<file path="config.mk">
export PLATFORM = sky130hd
export DESIGN_NAME = aptq_div
export DESIGN_NICKNAME = d
export VERILOG_FILES = /design/src/hdl/aptq_pkg.sv /design/src/hdl/aptq_div.sv
export SDC_FILE = /design/constraint.sdc
export NUM_CORES = 1
export LEC_CHECK = 0
export BUFFER_PORTS_ARGS = -buffer_cell sky130_fd_sc_hd__buf_2
export CORE_ASPECT_RATIO = 0.7
export CORE_MARGIN = 4
export CORE_UTILIZATION = 40
export DETAILED_ROUTE_END_ITERATION = 16
export GPL_TIMING_DRIVEN = 0
export PLACE_DENSITY_LB_ADDON = 0.12
export SYNTH_ARGS = -nofsm -noshare
export SYNTH_HDL_FRONTEND = slang
export SYNTH_SLANG_ARGS = --single-unit
</file>
<file path="constraint.sdc">
create_clock -name clk -period 7.33 [get_ports clk]
set_input_delay 1.0995 -clock clk [delete_from_list [all_inputs] [get_ports clk]]
set_output_delay 1.0995 -clock clk [all_outputs]
set_load 0.01 [all_outputs]
</file>
<file path="src/hdl/aptq_pkg.sv">
// ----------------------------------------------------------------------------
// aptq_pkg
// Shared types and constants for the adaptive priority transmit queue.
// ----------------------------------------------------------------------------
package aptq_pkg;

	localparam int NORMAL_DEPTH    = 512;
	localparam int EXPEDITED_DEPTH = 64;
	localparam int LIMIT_FLOOR     = 20;

	localparam int NAW = $clog2(NORMAL_DEPTH);
	localparam int EAW = $clog2(EXPEDITED_DEPTH);
	localparam int NCW = NAW + 1;
	localparam int ECW = EAW + 1;
	localparam int DW  = 49;

	localparam logic [2:0] ST_ACCEPTED = 3'd0;
	localparam logic [2:0] ST_FULL     = 3'd1;
	localparam logic [2:0] ST_DEQUEUED = 3'd2;
	localparam logic [2:0] ST_EMPTY    = 3'd3;
	localparam logic [2:0] ST_BYPASS   = 3'd4;

	localparam logic [2:0] REG_ASYNC  = 3'd0;
	localparam logic [2:0] REG_LIMIT  = 3'd1;
	localparam logic [2:0] REG_RESIZE = 3'd2;
	localparam logic [2:0] REG_DELAY  = 3'd3;
	localparam logic [2:0] REG_RATE   = 3'd4;

	// Divider request / reply
	typedef struct packed {
		logic        start;
		logic [63:0] num;
		logic [47:0] den;
	} div_req_t;

	typedef struct packed {
		logic        done;
		logic [63:0] quo;
	} div_rsp_t;

endpackage

</file>
<file path="src/hdl/aptq_div.sv">
// ----------------------------------------------------------------------------
// aptq_div
// Restoring radix-2 divider, one quotient bit per cycle.
// ----------------------------------------------------------------------------
module aptq_div (
	input  logic                clk,
	input  logic                arst_n,
	input  aptq_pkg::div_req_t  req,
	output aptq_pkg::div_rsp_t  rsp
);
	import aptq_pkg::*;

	logic [63:0] quo_q;
	logic [48:0] rem_q;
	logic [47:0] den_q;
	logic [6:0]  cnt_q;
	logic        busy_q;
	logic        done_q;
	logic [48:0] trial;
	logic [48:0] diff;

	assign trial = {rem_q[47:0], quo_q[63]};
	assign diff  = trial - {1'b0, den_q};

	always_ff @(posedge clk or negedge arst_n) begin
		if (!arst_n) begin
			busy_q <= 1'b0;
			done_q <= 1'b0;
			cnt_q  <= '0;
		end else begin
			done_q <= 1'b0;
			if (req.start) begin
				busy_q <= 1'b1;
				cnt_q  <= 7'd64;
			end else if (busy_q) begin
				cnt_q <= cnt_q - 7'd1;
				if (cnt_q == 7'd1) begin
					busy_q <= 1'b0;
					done_q <= 1'b1;
				end
			end
		end
	end

	always_ff @(posedge clk) begin
		if (req.start) begin
			quo_q <= req.num;
			rem_q <= '0;
			den_q <= req.den;
		end else if (busy_q) begin
			if (!diff[48]) begin
				rem_q <= diff;
				quo_q <= {quo_q[62:0], 1'b1};
			end else begin
				rem_q <= trial;
				quo_q <= {quo_q[62:0], 1'b0};
			end
		end
	end

	assign rsp.done = done_q;
	assign rsp.quo  = quo_q;

	a_done_after_busy: assert property (@(posedge clk) disable iff (!arst_n)
		done_q |-> !busy_q) else $error("divider done while busy");
	a_start_idle: assert property (@(posedge clk) disable iff (!arst_n)
		req.start |-> !busy_q) else $error("divider restarted while busy");
	a_busy_counts: assert property (@(posedge clk) disable iff (!arst_n)
		busy_q |-> cnt_q != 7'd0) else $error("divider count underflow");
endmodule

</file>
# Yosys cells after proc, flatten, opt, wreduce, memory -nomap -nowiden
# Index checks and enable logic that the tools add are counted.
word_totals:
  wordCells: 22
  inputBits: 115
  register_bits: 169
classes:
  n_reduce_logical: 1
  mux: 12
  addsub: 2
  n_eq_ne: 1
ops:
  columns: ["op", "count"]
  rows:
  - ["$mux 64", 2]
  - ["$sub 49x48->49", 1]
  - ["$mux 48", 1]
  - ["$mux 7", 2]
  - ["$eq 7x1->1 const B", 1]
  - ["$mux 1", 7]
  - ["$sub 7x1->7 const B", 1]
  - ["$reduce_bool 2->1", 1]

# Depth between registers and ports, before layout
logic_depth:
  word_depth: 4
  depth_mapped: 15
  ltp_nobuf: 13

# Worst setup path before layout
# Ideal clock, no wire load.
synth_path:
  path_type: "input to register"
  from: "input req[112] (netlist name)"
  to: "register quo_q[0], enable pin"
  path_slack_ps: 4118
  setup_ps: 419
  arrival_ps: 2793
  t_required_ps: 6911
  cell_stages: 3
  n_path_buf: 1
  path_cell_list: "clkbuf_1 > nor2_1 > inv_1"
synth_between:
  elab_chain_len: 1
synth_rtl:
  columns: ["element", "line", "rtl"]
  rows:
  - ["start, declared", "aptq_div.sv:8", "input aptq_pkg::div_req_t req,"]
  - ["$reduce_bool 2->1 (no source line)", null, null]
  - ["end signal, assigned", "aptq_div.sv:47", "quo_q <= req.num;"]
  - ["end signal, assigned", "aptq_div.sv:53", "quo_q <= {quo_q[62:0], 1'b1};"]
  - ["end signal, assigned", "aptq_div.sv:56", "quo_q <= {quo_q[62:0], 1'b0};"]
  - ["end, declared", "aptq_div.sv:13", "logic [63:0] quo_q;"]
# Every way passes these cells.
# A chain may end at the register's enable or synchronous reset.

# Worst setup path after layout
layout_path:
  from: "register quo_q[63]"
  to: "register rem_q[13]"
layout_between:
  elab_chain_len: 2
layout_rtl:
  columns: ["element", "line", "rtl"]
  rows:
  - ["$sub 49x48->49", "aptq_div.sv:23", "assign diff = trial - {1'b0, den_q};"]
  - ["$mux 48", "aptq_div.sv:51", "if (!diff[48]) begin"]
  - ["end signal, assigned", "aptq_div.sv:52", "rem_q <= diff;"]
  - ["end signal, assigned", "aptq_div.sv:55", "rem_q <= trial;"]
  - ["end, declared", "aptq_div.sv:14", "logic [48:0] rem_q;"]
# Every way passes these cells.

==> results.toml <==
[run]
drv_cap = 0

[setup_path]
cp.arrival_ns = 4.16
cpMaxStageDelayCell = "a21boi_2"
cp-end-kind = "flop"
worstSetupStartpointType = "flop"
crit_required_ns = 7.63
cpPeakStageDelay_ns = 0.55
cpMostUsedCell = "buf_4"
crit_type = "flop to flop"
path_cells = "inv_1, ha_1, fa_1, nor2b_4, o31a_1, o211ai_2, o221a_4, o21ai_2, o21ai_1, a21boi_2, nor2_2, buf_4, buf_4, o211ai_1, a21oi_1"
cp_max_fo = 10

[worst_hold_path]
hp-class = "flop to flop"

[timing]
setup_viol = 0
clock.fmax_mhz = 259
worst_pin_slew_ns = 1.28
worst_slack_ns = 3.46
fin_crit_sh = 0.528
finalSetupTns_ns = 0
fin_skew_ns = 0.00999
maxSlewHeadroom = 0.145
fin_crit_ns = 3.87
finalHoldViolCount = 0
rsz0062_at_grt = "no"
drv_slew = 0

[yosys]
synthFlopType = "edfxtp_1"
synth_edf_count = 112
ys_seq_area_frac = 0.461
ys_ff_latch = 169
yosysTopAreaCellShare = 0.341
syn_nets = 1132
syn_inst = 966
yosysTopAreaCell = "edfxtp_1"
async_reset_ff_frac = 0.0533
ys_warn_count = 0
ys_types = 79
avgSynthCellArea_um2 = 10.2
ys_top_cells_by_area = "edfxtp_1 (34%), dfxtp_1 (9.7%), mux2_2 (7.3%)"
syn_area_um2 = 9870

[global_routing]
grtUsageTotal = 0.195
antenna_found_initial = 0
gr-total-overflow = 0
grt_pass1_vias = 7754
grt_max_degree = 66
grt_pass1_wl_um = 42500

[clocking]
clockBufferDepth = 2
cts_hold_buf = 0
path_clk_slew_ns = 0.07
cts_tree = "built"
post-cts-setup-buffers = 0
numClockSinks = 169
cts-buffers-inserted = 17
worstSkewPairLatency_ns = 0.44
htreeDepth = 4
ctsResizeCount = 0
clockRootBuffer = "clkbuf_16"

[placement]
hpwl_um = 20000
gp_congestion = 0.875
place_worst_setup_slack_ns = 3.04
place.port_buffers = 179

[routing]
vias = 7885
wirelength_um = 26700
wl_per_cell_um = 17.8
firstDrtPassIters = 6
ant_nets = 0
drt_iter0_drc = 460
drc = 0
vias_per_cell = 5.27

[die]
die_area_um2 = 27300
pin_count = 180
core_um2 = 23900
die_w_um = 196
std_cell_rows = 47
dieHeight_um = 139
start_util = 0.413

[power]
irDropWorstVdd_uv = 197
powerDensity_nw_per_um2 = 354
p_leak_nw = 4.95

[final_layout]
layout.nets = 1330
drive_above_1_share = 0.273
diodes = 0
fillerInstances = 2260
area.growth.synth_to_final_pct = 18.9

[status]
status = "finished, final reports clean"
## layer usage
metal / wire length [um] / part of all wire / vias up / GRT usage
met2: 11400 / 0.43 / 202 / 0.289
li1: - / - / 3930 / -
met3: 1520 / 0.057 / 22 / 0.0505
met5: 0 / 0 / - / 0
met1: 13400 / 0.50 / 3731 / 0.287
met4: 321 / 0.012 / 0 / 0.0422
## registers in the layout, indices dropped and copies added (netlist names)
register,cells
quo_q,64
busy_q,1
den_q,48
rem_q,48
done_q,1
cnt_q,7
## cells in the final DEF, fill, tap and decap left out, drive strengths merged, types with 11 or more instances in the layout
cell type  synthesis  final
nand4             11     11
dfxtp             48     48
buf               10    189
a311oi            27     27
o21ai             45     45
nor2b             11     11
mux2              65     65
a21oi             62     62
nor2              74     74
xnor2             29     29
nand3             19     19
inv               63     67
clkbuf            37     54
a21o              17     17
nand2            113    113
edfxtp           112    112
ha                50     50
nor3              20     20
xor2              13     13
## worst max-delay path, delay by kind of cell, from the launching register on
kind | cells | cell delay (ns)
compound gates | 8 | 1.89
fa+ha+maj | 2 | 0.66
buf+inv | 3 | 0.51
flops | 1 | 0.38
simple gates | 2 | 0.28
## worst paths after layout
| path | cells after the start | start | slack [ns] | to |
|---|---|---|---|---|
| setup / recovery | 15 | quo_q[63] | 3.46 | rem_q[13] |
| hold / removal | 2 | rem_q[31] | 0.49 | rem_q[31] |
| setup reg to reg | 15 | quo_q[63] | 3.46 | rem_q[13] |
| hold reg to reg | 2 | rem_q[31] | 0.49 | rem_q[31] |
| max in group asynchronous | 1 | arst_n | 6.64 | cnt_q[6] |
| min in group asynchronous | 1 | arst_n | 0.50 | cnt_q[0] |
## logic make-up (layout without fill, tap and decap cells)
group,after synthesis,in the layout,share of synthesized area
adders and majority gates,51,51,0.0654
and+or+nand+nor,294,294,0.143
xor gates and xnor gates,42,42,0.0373
DFF,169,169,0.461
AOI/OAI and AO/OA,227,227,0.164
muxes,73,73,0.0822
buffers and inverters,110,321,0.0476
## final cells by class
type / instances / area, um^2 / area share
Buffer: 47 / 234 / 0.0199
Clock buffer: 17 / 425 / 0.0362
Clock inverter: 15 / 149 / 0.0127
Inverter: 63 / 239 / 0.0203
Multi-Input combinational cell: 687 / 4850 / 0.413
Sequential cell: 169 / 4550 / 0.387
Tap cell: 318 / 398 / 0.0339
Timing Repair Buffer: 179 / 896 / 0.0763
## report_power, final
part	switching, mW	internal (mW)	leakage (nW)	total (mW)
clock network	0.402	0.502	0.281	0.904
logic	1.10	0.775	3.02	1.87
registers	0.150	1.23	1.65	1.38
## through the flow
stage / power [mW] / cells / instance area [um^2] / hold slack, ns / util
finish: 4.15 / 1495 / 11700 / 0.488 / 0.491
global route: 4.46 / 1495 / 11700 / 0.499 / 0.491
CTS: 4.16 / 1495 / 11700 / 0.492 / 0.491
detailed placement: 3.25 / 1463 / 11200 / 0.482 / 0.467
global placement: 3.23 / 1463 / 11200 / 0.472 / 0.467
floorplan: 2.75 / 966 / 9870 / 0.453 / -
## Yosys cell counts, drive strengths merged (17+ instances only)
master	count
a21o	17
a21oi	62
a311oi	27
clkbuf	37
dfxtp	48
edfxtp	112
ha	50
inv	63
mux2	65
nand2	113
nand3	19
nor2	74
nor3	20
o21ai	45
xnor2	29
Power figures use the tool's default switching activity.
