**src/hdl/aptq_ram.sv**
```systemverilog
// ----------------------------------------------------------------------------
// aptq_ram
// Generic single-port-write, registered-read RAM.
// ----------------------------------------------------------------------------
module aptq_ram #(
	parameter int WIDTH = 8,
	parameter int DEPTH = 16
) (
	input  logic                     clk,
	input  logic                     we,
	input  logic [$clog2(DEPTH)-1:0] waddr,
	input  logic [WIDTH-1:0]         wdata,
	input  logic [$clog2(DEPTH)-1:0] raddr,
	output logic [WIDTH-1:0]         rdata
);
	logic [WIDTH-1:0] mem_q [DEPTH];

	always_ff @(posedge clk) begin
		if (we) begin
			mem_q[waddr] <= wdata;
		end
		rdata <= mem_q[raddr];
	end
endmodule

```
**config.mk**
```make
export PLATFORM = sky130hd
export DESIGN_NAME = aptq_ram
export DESIGN_NICKNAME = d
export VERILOG_FILES = /design/src/hdl/aptq_ram.sv
export SDC_FILE = /design/constraint.sdc
export NUM_CORES = 1
export LEC_CHECK = 0
export ABC_AREA = 0
export BUFFER_PORTS_ARGS = -buffer_cell sky130_fd_sc_hd__buf_2
export CORE_ASPECT_RATIO = 0.8
export CORE_MARGIN = 5
export CORE_UTILIZATION = 55
export CTS_CLUSTER_SIZE = 20
export DETAILED_ROUTE_END_ITERATION = 8
export PLACE_DENSITY = 0.84
export SLEW_MARGIN = 5
export SYNTH_ARGS = -nofsm -noshare
export SYNTH_HDL_FRONTEND = slang
export SYNTH_SLANG_ARGS = --single-unit
```
**constraint.sdc**
```tcl
create_clock -name clk -period 6.3 [get_ports clk]
set_input_delay 1.89 -clock clk [delete_from_list [all_inputs] [get_ports clk]]
set_output_delay 1.89 -clock clk [all_outputs]
set_load 0.01 [all_outputs]
```
# ---- Word-level counts from Yosys, hierarchy flattened
# Memory sizes are Yosys's and may differ from the RTL's. A register that Yosys moved wholly into a read port is not among the register bits.
# Index checks and enable logic that the tools add are counted.
dict set report classes {
  n_mul 0
  shift 0
  n_mux 2
  n_eq_ne 0
  order_cmp 0
  reduce_logical 0
  div 0
  bitwise_logic 0
  addsub 0
}
# op count
set op_table {}
lappend op_table {{two-way mux 1 bit} 2}
dict set report totals {
  mem_bits_rw 128
  romBits 0
  memories 1
  reg_bits 0
  inputBits 18
  latch_bits 0
  elab_cells 3
  out_inout_bits 8
}
# memory words width read_ports rd_ports_with_merged_regs write_ports line_no
set mem_list {}
lappend mem_list {mem_q 16 8 1 1 1 16} ;# logic [WIDTH-1:0] mem_q [DEPTH];

# ---- Logic depth before layout (Yosys ltp)
# Gate-level depths: netlist of the first run.
dict set report depth {
  word_depth 2
  mapped_depth 5
  depth_no_buf 3
}

# ---- Worst setup path after synthesis of the first run
# OpenSTA, ideal clock, no wires.
dict set report synth_path {
  kind {input to register}
  startpoint {in waddr[2]}
  endpoint {mem mem_q[0][0] (enable)}
  n_path_buf 0
  path_stages 2
  t_arrival_ns 3.000
  setup_time_ns 0.383
  setup_slack_ns 2.917
  required_ns 5.917
  cell_sequence {or3b_2 > nor3_1}
}
# element line_no
set synth_lines {}
lappend synth_lines {{start: declaration} 11} ;# input logic [$clog2(DEPTH)-1:0] waddr,
lappend synth_lines {{end: declaration} 16}
# No word-level cell before the write port.

==> summary.txt, run 1 <==
Detailed routing
  – Via count: 2477
  – Vias per inst: about 6.3
  – Total length of routed wires: between 10 and 15 mm
  – First-pass DRT Iterations: 7
  – Initial drt markers: 289
  – Routed len/inst: 26.0 µm
  – Remaining DRCs: 0
  – Post-DRT Antenna Nets: 0

Floorplanning
  – Starting Density: between 50 and 60%
  – Chip Height: roughly 97 µm
  – Floorplan core area: 0.00911 mm²
  – Die width: 118 µm
  – IO Count: 26
  – DIE AREA: 0.0114 mm²
  – Row cnt: 31

CTS
  – Clock sink count: 136
  – Max H-tree Level: 4
  – Cts repair resizes: 0
  – Clk buf depth: 2
  – TritonCTS clock tree: done
  – Setup bufs post-CTS: 0
  – CTS Hold Bufs: 0
  – Clock root cell: clkbuf_16
  – Total CTS buffers: 17
  – Clk slew on worst S/H paths: 60 ps
  – Clock Latency Late Sink: 410 ps

Power and ir drop
  – P_leak: 0.00202 µW
  – PD cells: 358 mW/mm²
  – Peak supply drop: roughly 0.00019 V

STA
  – Part of the cycle the worst path needs: 54.4%
  – Unrepaired setup endpoints after global routing: false
  – Slew Limit Fails: 0
  – Tmin final: 3420 ps
  – Max Freq: 292 MHz
  – Fin. Hold Viols: 0
  – Setup-failing EPs final: 0
  – Least-Margin Pin Slew: a little over 1000 ps
  – Setup TNS: 0 ps
  – Setup Skew: between 8 and 9 ps
  – Slew headroom: 32.8%

Yosys
  – Mapped Cells: 229
  – Yosys reg bits: 136
  – Avg Cell Area, Syn: 22.5 µm²
  – Yosys cell types: 19
  – Top post-synthesis cells by area: edfxtp_1 (75%), mux4_2 (7.9%), mux4_1 (7.1%)
  – Share of the yosys chip area belonging to registers: 77.8%
  – Synth warn: 0
  – Synth Cell Area: about 0.005 mm²
  – Syn Nets: about 250
  – Yosys top cell area share: ~75%
  – Area leader, netlist: edfxtp_1

Global route
  – Vias in the first global route: around 2600
  – Initial antenna violation count: 0
  – Largest net degree at the start of global routing: 33
  – Grt ovf: 0
  – First-pass GRT wire length: around 16 mm
  – Gr usage total: 19.8%

Cells and area
  – # nets final: ~280
  – Ant diodes: 0
  – Syn-to-layout area delta: 16.2%
  – Design Area, Final: 0.00598 mm²
  – Filler cells: roughly 540
  – Fin util: 65.6%
  – Share of cells above drive strength 1: 28.0%

Placement
  – GP Congestion: 0.751
  – Placed instance area: 0.00535 mm²
  – Port buffer count: 25
  – Detail Placement HPWL: 5.93 mm

Setup path
  – CP Class: primary input to register
  – Critical Path End Type: register
  – Critical Path AT: 3720 ps
  – Crit start category: primary input
  – CP Max Fanout: 32
  – Critical Path RT: ~6600 ps

Run status
  – Status: complete, no violations

Job
  – Max-cap violations: 0

Min path
  – Type of the most critical hold path: register to register
sequential cells by signal, indices dropped and copies added (netlist names):
name	cells
mem_q	128
rdata	8
worst max-delay path: stages:
cell	delay (ps)
buf_2	750
mux4_1	670
a22oi_1	280
nand2_1	100
synth_stat cells:
master and n:
mux4_1 14, nand2_1 9, buf_4 1, buf_6 3
and2b_1 1, nand3_1 1, and2_1 1, a22oi_1 16
clkdlybuf4s25_2 3, or3b_2 1, nor3_1 4, nor2b_1 1
mux4_2 18, buf_2 3, nor2_1 13, nand2b_1 2
edfxtp_1 128, nand3b_1 2, dfxtp_1 8
power by group:
part / internal, µW / switching [µW]
Clock: 664 / 370
Sequential: 1010 / 6.88
Combinational: 36.4 / 54.5
Total: 1710 / 431
layer usage:
metal	global-route usage [%]	share of wire, %	up-vias	routed length [µm]
met5	0	0	-	0
met4	8.02	1.7	0	170
met3	6.46	7.3	17	752
met2	32.9	52	117	5300
met1	24.7	39	1296	4010
li1	-	-	1047	-
kinds of logic (layout without fill, tap and decap cells):
family / Yosys count / after routing / synth area share [%]
muxes: 32 / 32 / 15.0
DFF: 136 / 136 / 77.8
buffers and inverters: 10 / 60 / 1.68
and+or+nand+nor: 35 / 35 / 3.18
AOI/OAI and AO/OA: 16 / 16 / 2.33
cells in the final DEF (no fill, tap or decap):
cell type | synthesis | final
clkinv_1 | 0 | 2
mux4_1 | 14 | 14
nand2b_1 | 2 | 2
nand3_1 | 1 | 1
nor3_2 | 0 | 1
clkinv_4 | 0 | 1
clkinv_2 | 0 | 2
or3b_2 | 1 | 1
nor2b_1 | 1 | 1
nor3_1 | 4 | 3
nand2_1 | 9 | 9
clkbuf_16 | 0 | 17
buf_2 | 3 | 25
mux4_2 | 18 | 18
clkinvlp_4 | 0 | 1
inv_6 | 0 | 5
bufinv_16 | 0 | 4
edfxtp_1 | 128 | 128
and2b_1 | 1 | 1
a22oi_1 | 16 | 16
nand3b_1 | 2 | 2
buf_4 | 1 | 3
nor2_1 | 13 | 13
and2_1 | 1 | 1
dfxtp_1 | 8 | 8
worst paths after layout:
check	startpoint	to	slack [ps]	depth (start not counted)
worst max-delay path	raddr[0]	rdata[1]$_DFF_P_	2880	4
worst max register to register	mem_q[0][1]$_DFFE_PP_	rdata[1]$_DFF_P_	4890	3
worst min-delay path	mem_q[4][6]$_DFFE_PP_	rdata[6]$_DFF_P_	690	3
worst min register to register	mem_q[4][6]$_DFFE_PP_	rdata[6]$_DFF_P_	690	3
through the flow:
step	worst slack, ps	instances	total power [µW]	hold WS (ps)
finish	2880	394	2140	688
global route	2710	394	2220	726
CTS	2740	394	2160	691
detailed placement	2350	362	1130	671
global placement	2390	362	1120	663
floorplan	2920	229	1090	629
final cells by class:
type	instances	area, µm²	share of cell area [%]
clock buffers	17	425	7.11
clock inverters	15	198	3.31
multi-input cells	83	1060	17.8
flip-flops and latches	136	4000	66.9
well taps	115	144	2.41
repair buffers	28	148	2.47
(Power assumes the default switching activity.)
==> inputs of run 2 (changes only) <==
- ABC_AREA: 0 -> 1
- PLACE_DENSITY: 0.84 -> 0.83
- clock period: 6.3 -> 3.5 ns (I/O delays scaled with it)
==> run 2 against run 1 <==
Effect of this change:
- via count rose by 55%
- first-iteration DRC count grew 130%
- power is 78% higher
- largest cell class unchanged
- highest routed layer unchanged
==> summary.txt, run 2 <==
Cells and area
  – Biggest regs: mem_q x128, rdata x8 (unchanged)
  – Syn-to-layout area delta: 13.1% (was 16.2%)
  – Filler cells: 802 (was 541)
  – Commonest non-fill, non-tap cell in the layout: nand2_1 (was edfxtp_1)
  – Final Non-Filler Cells: 727 (was 394)
  – Share of cells above drive strength 1: 10.1% (was 28.0%)
  – Fin util: 63.7% (was 65.6%)
  – Most frequent cells in the layout: nand2_1 (173), edfxtp_1 (128), inv_1 (100), nand3_1 (97), buf_2 (25) (was edfxtp_1 (128), buf_2 (25), mux4_2 (18), clkbuf_16 (17), a22oi_1 (16))
  – Biggest register: mem_q (unchanged)
  – Ant diodes: 0 (unchanged)
  – Max reg flops: 128 (unchanged)
  – # nets final: 592 (was 284)

Min path
  – HP Start: mem_q[6][2]$_DFFE_PP_ (was mem_q[4][6]$_DFFE_PP_)
  – Type of the most critical hold path: register to register (unchanged)

Setup path
  – CP startpoint: waddr[3] (was raddr[0])
  – Critical Path End Type: register (unchanged)
  – CP Class: primary input to register (unchanged)
  – Critical Path AT: 2130 ps (was 3720 ps)
  – R2r setup slk: 2360 ps (was 4890 ps)
  – CP Max Fanout: 8 (was 32)
  – Worst R2R Start: mem_q[9][0]$_DFFE_PP_ (was mem_q[0][1]$_DFFE_PP_)
  – Critical Path RT: 3540 ps (was 6590 ps)
  – Crit start category: primary input (unchanged)

Power and ir drop
  – Sw Share: 21.6% (was 20.1%)
  – P_int: 3000 µW (was 1710 µW)
  – Sequential share of power: 47.9% (was 47.5%)
  – Psw: 826 µW (was 431 µW)
  – PD cells: 586 mW/mm² (was 358 mW/mm²)
  – P_leak: 0.00281 µW (was 0.00202 µW)
  – Peak supply drop: 0.000419 V (was 0.000193 V)
  – Clk pwr share: 46.4% (was 48.2%)
  – Combinational share of power: 5.8% (was 4.2%)
  – Total Power: 3820 µW (was 2140 µW)

STA
  – Setup Skew: 5.68 ps (was 8.08 ps)
  – Setup ws final: 1410 ps (was 2880 ps)
  – Setup-failing EPs final: 0 (unchanged)
  – Least-Margin Pin Slew: 838 ps (was 1010 ps)
  – Max Freq: 479 MHz
  – Unrepaired setup endpoints after global routing: false (unchanged)
  – Slew Limit Fails: 0 (unchanged)
  – Part of the cycle the worst path needs: 59.6%
  – Setup TNS: 0 ps (unchanged)
  – Slew headroom: 43.9% (was 32.8%)
  – Tmin final: 2090 ps
  – Fin. Hold Viols: 0 (unchanged)

Yosys
  – Synth Area in XOR/XNOR: 0% (unchanged)
  – Largest family of logic cells by synthesized area: simple AND/OR/NAND/NOR gates (was multiplexers)
  – Yosys top cell area share: 66.7% (was 74.7%)
  – Area leader, netlist: edfxtp_1 (unchanged)
  – Mapped Cells: 551 (was 229)
  – Async SR Flop Fraction: 0% (unchanged)
  – Synth Cell Area: 0.00577 mm² (was 0.00515 mm²)
  – Post-synth top cells: nand2_1 (173), edfxtp_1 (128), inv_1 (100) (was edfxtp_1 (128), mux4_2 (18), a22oi_1 (16))
  – Yosys cell types: 12 (was 19)
  – Top post-synthesis cells by area: edfxtp_1 (67%), nand2_1 (11%), nand3_1 (8.4%) (was edfxtp_1 (75%), mux4_2 (7.9%), mux4_1 (7.1%))
  – Yosys reg bits: 136 (unchanged)
  – Avg Cell Area, Syn: 10.5 µm² (was 22.5 µm²)
  – Post-Synth Adder-Cell Area: 0% (unchanged)
  – Synth warn: 0 (unchanged)
  – Share of the yosys chip area belonging to registers: 69.4% (was 77.8%)
  – Commonest register cell after synthesis: edfxtp_1 (unchanged)
  – Complex-gate fraction of the synthesized area: 0% (was 2.33%)
  – Syn Nets: 569 (was 247)
  – Mux cell area share after synthesis: 0% (was 15.0%)
  – Most common cell in the netlist: nand2_1 (was edfxtp_1)
  – Post-synth EDFFs: 128 (unchanged)
  – Post-Synth Simple-Gate Area: 21.0% (was 3.18%)

Detailed routing
  – Vias per inst: 5.29 (was 6.29)
  – Post-DRT Antenna Nets: 0 (unchanged)
  – Remaining DRCs: 0 (unchanged)
  – Routed len/inst: 17.3 µm (was 26.0 µm)
  – Initial drt markers: 677 (was 289)
  – Via count: 3848 (was 2477)
  – Total length of routed wires: 12.6 mm (was 10.2 mm)
  – First-pass DRT Iterations: 5 (was 7)

Global route
  – Largest net degree at the start of global routing: 65 (was 33)
  – Grt ovf: 0 (unchanged)
  – Initial antenna violation count: 0 (unchanged)
  – Gr usage total: 21.0% (was 19.8%)
  – Vias in the first global route: 3668 (was 2582)
  – First-pass GRT wire length: 19.9 mm (was 15.7 mm)

CTS
  – Setup bufs post-CTS: 0 (unchanged)
  – Clk buf depth: 2 (unchanged)
  – Clock root cell: clkbuf_16 (unchanged)
  – CTS Hold Bufs: 0 (unchanged)
  – Total CTS buffers: 17 (unchanged)
  – Clock sink count: 136 (unchanged)
  – Clk slew on worst S/H paths: 60 ps (about the same)
  – TritonCTS clock tree: done (unchanged)
  – Cts repair resizes: 0 (unchanged)
  – Clock Latency Late Sink: 420 ps (was 410 ps)
  – Max H-tree Level: 4 (unchanged)

Placement
  – Detail Placement HPWL: 7.48 mm (was 5.93 mm)
  – Port buffer count: 25 (unchanged)
  – GP Congestion: 0.799 (was 0.751)
  – Placed insts: 695 (was 362)
  – Pre-CTS WS: 1020 ps (was 2350 ps)

Floorplanning
  – IO Count: 26 (unchanged)
  – DIE AREA: 0.0126 mm² (was 0.0114 mm²)
  – Floorplan core area: 0.0102 mm² (was 0.00911 mm²)
  – Row cnt: 33 (was 31)
  – Chip Height: 102 µm (was 96.5 µm)
  – Starting Density: 56.3% (was 56.5%)
  – Die width: 124 µm (was 118 µm)

Run status
  – Status: complete, no violations (unchanged)

Job
  – Max-cap violations: 0 (unchanged)
run 2: changes by cell type after synthesis, sizes merged, moves of 3 or more:
cell,before,now
nand2,9,173
inv,0,102
nand3,1,97
mux4,32,0
buf,7,24
a22oi,16,0
nor2,13,17
nor3,4,0
clkdlybuf4s25,3,0
run 2: power by group through the flow:
stage               combinational (µW)  sequential (µW)  clock [µW]
floorplan                          128             1870           0
global placement                   210             1860           0
detailed placement                 216             1860           0
CTS                                219             1830        1790
global route                       242             1830        1860
finish                             220             1830        1770
run 2: path summary, 6_finish.rpt:
| check | to | cells after the start |
|---|---|---|
| setup / recovery | mem_q[6][6]$_DFFE_PP_ | 3 |
| hold reg to reg | rdata[2]$_DFF_P_ | 6 |
| hold / removal | rdata[2]$_DFF_P_ | 6 |
| setup reg to reg | rdata[0]$_DFF_P_ | 6 |
run 2: layer usage:
| metal | up-vias | track usage [%] | part of all wire [%] | wire (µm) |
|---|---|---|---|---|
| met4 | 0 | 8.68 | 2.1 | 270 |
| met2 | 213 | 30.9 | 44 | 5560 |
| li1 | 1817 | - | - | - |
| met5 | - | 0 | 0 | 0 |
| met3 | 24 | 6.22 | 11 | 1330 |
| met1 | 1794 | 29.5 | 43 | 5400 |
run 2: cell type report:
type	instances	area, µm²	share of cell area (%)
clock buffers	20	437	6.69
flip-flops and latches	136	4000	61.4
repair buffers	28	160	2.46
well taps	140	175	2.69
multi-input cells	289	1210	18.6
inverters	102	383	5.87
clock inverters	12	150	2.30
run 2: per-stage QoR:
stage,cell area [µm²],hold WS [ps]
3_3_place_gp,5940,650
3_5_place_dp,5940,664
4_1_cts,6520,683
5_1_grt,6520,750
2_1_floorplan,5770,607
6_report,6520,687
run 2: kinds of logic (layout without fill, tap and decap cells):
| kind of cell | count (synthesis) | count (layout) |
|---|---|---|
| and+or+nand+nor | 289 | 289 |
| DFF | 136 | 136 |
| buffers and inverters | 126 | 162 |
run 2: critical path: stages:
cell and delay (ps):
buf_2 120, nand3b_1 260, nor2_1 700
==> inputs of run 3 (changes only) <==
- PLACE_DENSITY: 0.83 -> 0.86
- clock period: 3.5 -> 1.8 ns (I/O delays scaled with it)
==> run 3 against run 2 <==
Effect of this change:
- critical path depth fell by 2
- power rose by 91%
- cell count grew 2.9%
- design area up 2.2%
- non-clock buffer count grew 21
- count of clock-buffer cells in the layout decreased by 2
- clock power increased by 85%
- worst setup slack lost 1100 ps
- die area unchanged
- hold slack got worse by 190 ps
- sequential power grew 95%
- wire length rose by 7.1%
- largest cell class unchanged
==> summary.txt, run 3 (synthesis results as in run 2) <==
Run status
  – Status: complete, no violations (unchanged)

Floorplanning
  – Row cnt: 33 (unchanged)
  – DIE AREA: 0.0126 mm² (unchanged)
  – IO Count: 26 (unchanged)
  – Floorplan core area: 0.0102 mm² (unchanged)
  – Starting Density: 56.3% (unchanged)
  – Die width: 124 µm (unchanged)
  – Chip Height: 102 µm (unchanged)

Global route
  – Gr usage total: 22.2% (was 21.0%)
  – First-pass GRT wire length: 21.2 mm (was 19.9 mm)
  – Vias in the first global route: 4012 (was 3668)
  – Initial antenna violation count: 0 (unchanged)
  – Grt ovf: 0 (unchanged)
  – Largest net degree at the start of global routing: 65 (unchanged)

Detailed routing
  – Via count: 4030 (was 3848)
  – Remaining DRCs: 0 (unchanged)
  – Vias per inst: 5.39 (was 5.29)
  – Total length of routed wires: 13.5 mm (was 12.6 mm)
  – Initial drt markers: 464 (was 677)
  – First-pass DRT Iterations: 7 (was 5)
  – Routed len/inst: 18.0 µm (was 17.3 µm)
  – Post-DRT Antenna Nets: 0 (unchanged)

STA
  – Part of the cycle the worst path needs: 80.4%
  – Least-Margin Pin Slew: 421 ps (was 838 ps)
  – Setup TNS: 0 ps (unchanged)
  – Hold WS: 495 ps (was 687 ps)
  – Max Freq: between 600 and 700 MHz
  – Unrepaired setup endpoints after global routing: false (unchanged)
  – Slew headroom: 71.9% (was 43.9%)
  – Slew Limit Fails: 0 (unchanged)
  – Tmin final: 1450 ps
  – Setup Skew: 6.40 ps (was 5.68 ps)
  – Fin. Hold Viols: 0 (unchanged)
  – Setup-failing EPs final: 0 (unchanged)

Setup path
  – Critical Path End Type: primary output (was register)
  – Family with the most delay on the worst path: flip-flops (was simple AND/OR/NAND/NOR gates)
  – CP Max Fanout: 1 (was 8)
  – R2R depth: 6 (unchanged)
  – Worst r2r dst: rdata[7]$_DFF_P_ (was rdata[0]$_DFF_P_)
  – R2r setup slk: 740 ps (was 2360 ps)
  – Worst R2R Start: mem_q[1][7]$_DFFE_PP_ (was mem_q[9][0]$_DFFE_PP_)
  – CP Class: register to primary output (was primary input to register)
  – CP cell instances: buf_2 (was buf_2 -> nand3b_1 -> nor2_1)
  – Critical path buffers and inverters: 1 (unchanged)
  – Worst stage delay on the critical path: 360 ps (was 700 ps)
  – Crit start category: register (was primary input)
  – Critical Path RT: 1260 ps (was 3540 ps)
  – Critical Path AT: 910 ps (was 2130 ps)
  – Slowest-stage cell, CP: dfxtp_1 (was nor2_1)

Cells and area
  – Ant diodes: 0 (unchanged)
  – Multi-input logic area: 0.00121 mm² (unchanged)
  – Share of cells above drive strength 1: 13.2% (was 10.1%)
  – Syn-to-layout area delta: 15.6% (was 13.1%)
  – Sequential cell area: 0.00400 mm² (unchanged)
  – Biggest register: mem_q (unchanged)
  – Commonest non-fill, non-tap cell in the layout: nand2_1 (unchanged)
  – Max reg flops: 128 (unchanged)
  – Filler cells: 751 (was 802)
  – Biggest regs: mem_q x128, rdata x8 (unchanged)
  – # nets final: 613 (was 592)
  – Most frequent cells in the layout: nand2_1 (173), edfxtp_1 (128), inv_1 (100), nand3_1 (97), buf_2 (25) (unchanged)

CTS
  – Setup bufs post-CTS: 0 (unchanged)
  – Clock Latency Late Sink: 410 ps (was 420 ps)
  – Clock root cell: clkbuf_16 (unchanged)
  – Clk slew on worst S/H paths: 50 ps (was 60 ps)
  – TritonCTS clock tree: done (unchanged)
  – Clock sink count: 136 (unchanged)
  – CTS Hold Bufs: 0 (unchanged)
  – Total CTS buffers: 17 (unchanged)
  – Max H-tree Level: 4 (unchanged)
  – Clk buf depth: 2 (unchanged)
  – Cts repair resizes: 0 (unchanged)

Placement
  – GP Congestion: 0.857 (was 0.799)
  – Detail Placement HPWL: 8.21 mm (was 7.48 mm)
  – Port buffer count: 25 (unchanged)

Job
  – Max-cap violations: 0 (unchanged)

Power and ir drop
  – Peak supply drop: 0.000967 V (was 0.000419 V)
  – Total Power: 7290 µW (was 3820 µW)
  – PD cells: 1090 mW/mm² (was 586 mW/mm²)
  – P_leak: 0.00291 µW (was 0.00281 µW)

Min path
  – HP Start: raddr[3] (was mem_q[6][2]$_DFFE_PP_)
  – WHS Path Cells: 3 (was 6)
  – Endpoint, Worst Hold: rdata[2]$_DFF_P_ (unchanged)
  – Type of the most critical hold path: primary input to register (was register to register)
==> run 3: worst max path at each step <==
stage	start	to	slack (ps)	cells after the start
CTS	rdata[0]$_DFF_P_	rdata[0]	340	1
floorplan	waddr[2]	mem_q[10][0]$_DFFE_PP_	310	2
global placement	raddr[0]	rdata[5]$_DFF_P_	150	7
global route	rdata[0]$_DFF_P_	rdata[0]	320	1
detailed placement	raddr[0]	rdata[5]$_DFF_P_	100	7
finish	rdata[4]$_DFF_P_	rdata[4]	350	1
==> run 3: layer usage <==
| metal | vias to the layer above | part of all wire [%] | track usage (%) |
|---|---|---|---|
| met1 | 1860 | 38 | 28.5 |
| met3 | 35 | 12 | 6.17 |
| met5 | - | 0 | 0 |
| met4 | 0 | 2.3 | 8.68 |
| li1 | 1858 | - | - |
| met2 | 277 | 48 | 36.7 |
==> run 3: layout make-up <==
type | count | share of cell area [%]
multi-input combinational | 289 | 18.2
clock inverter | 14 | 2.01
timing repair buffer | 49 | 4.95
tap | 140 | 2.63
sequential | 136 | 60.0
inverter | 102 | 5.74
clock buffer | 18 | 6.44
==> run 3: stage by stage <==
stage	utilization (%)	cells	worst slack [ps]	area, µm²
finish	65.1	748	352	6670
CTS	65.1	748	336	6670
floorplan	-	551	309	5770
detailed placement	59.6	716	99.4	6110
global route	65.1	748	320	6670
global placement	59.6	716	146	6110
==> run 3: where the power goes <==
group          internal [µW]  leakage [µW]  switching [µW]
Combinational            134       0.00143             322
Clock                   2010      0.000263            1260
Sequential              3540       0.00122            23.8
Total                   5690       0.00291            1610
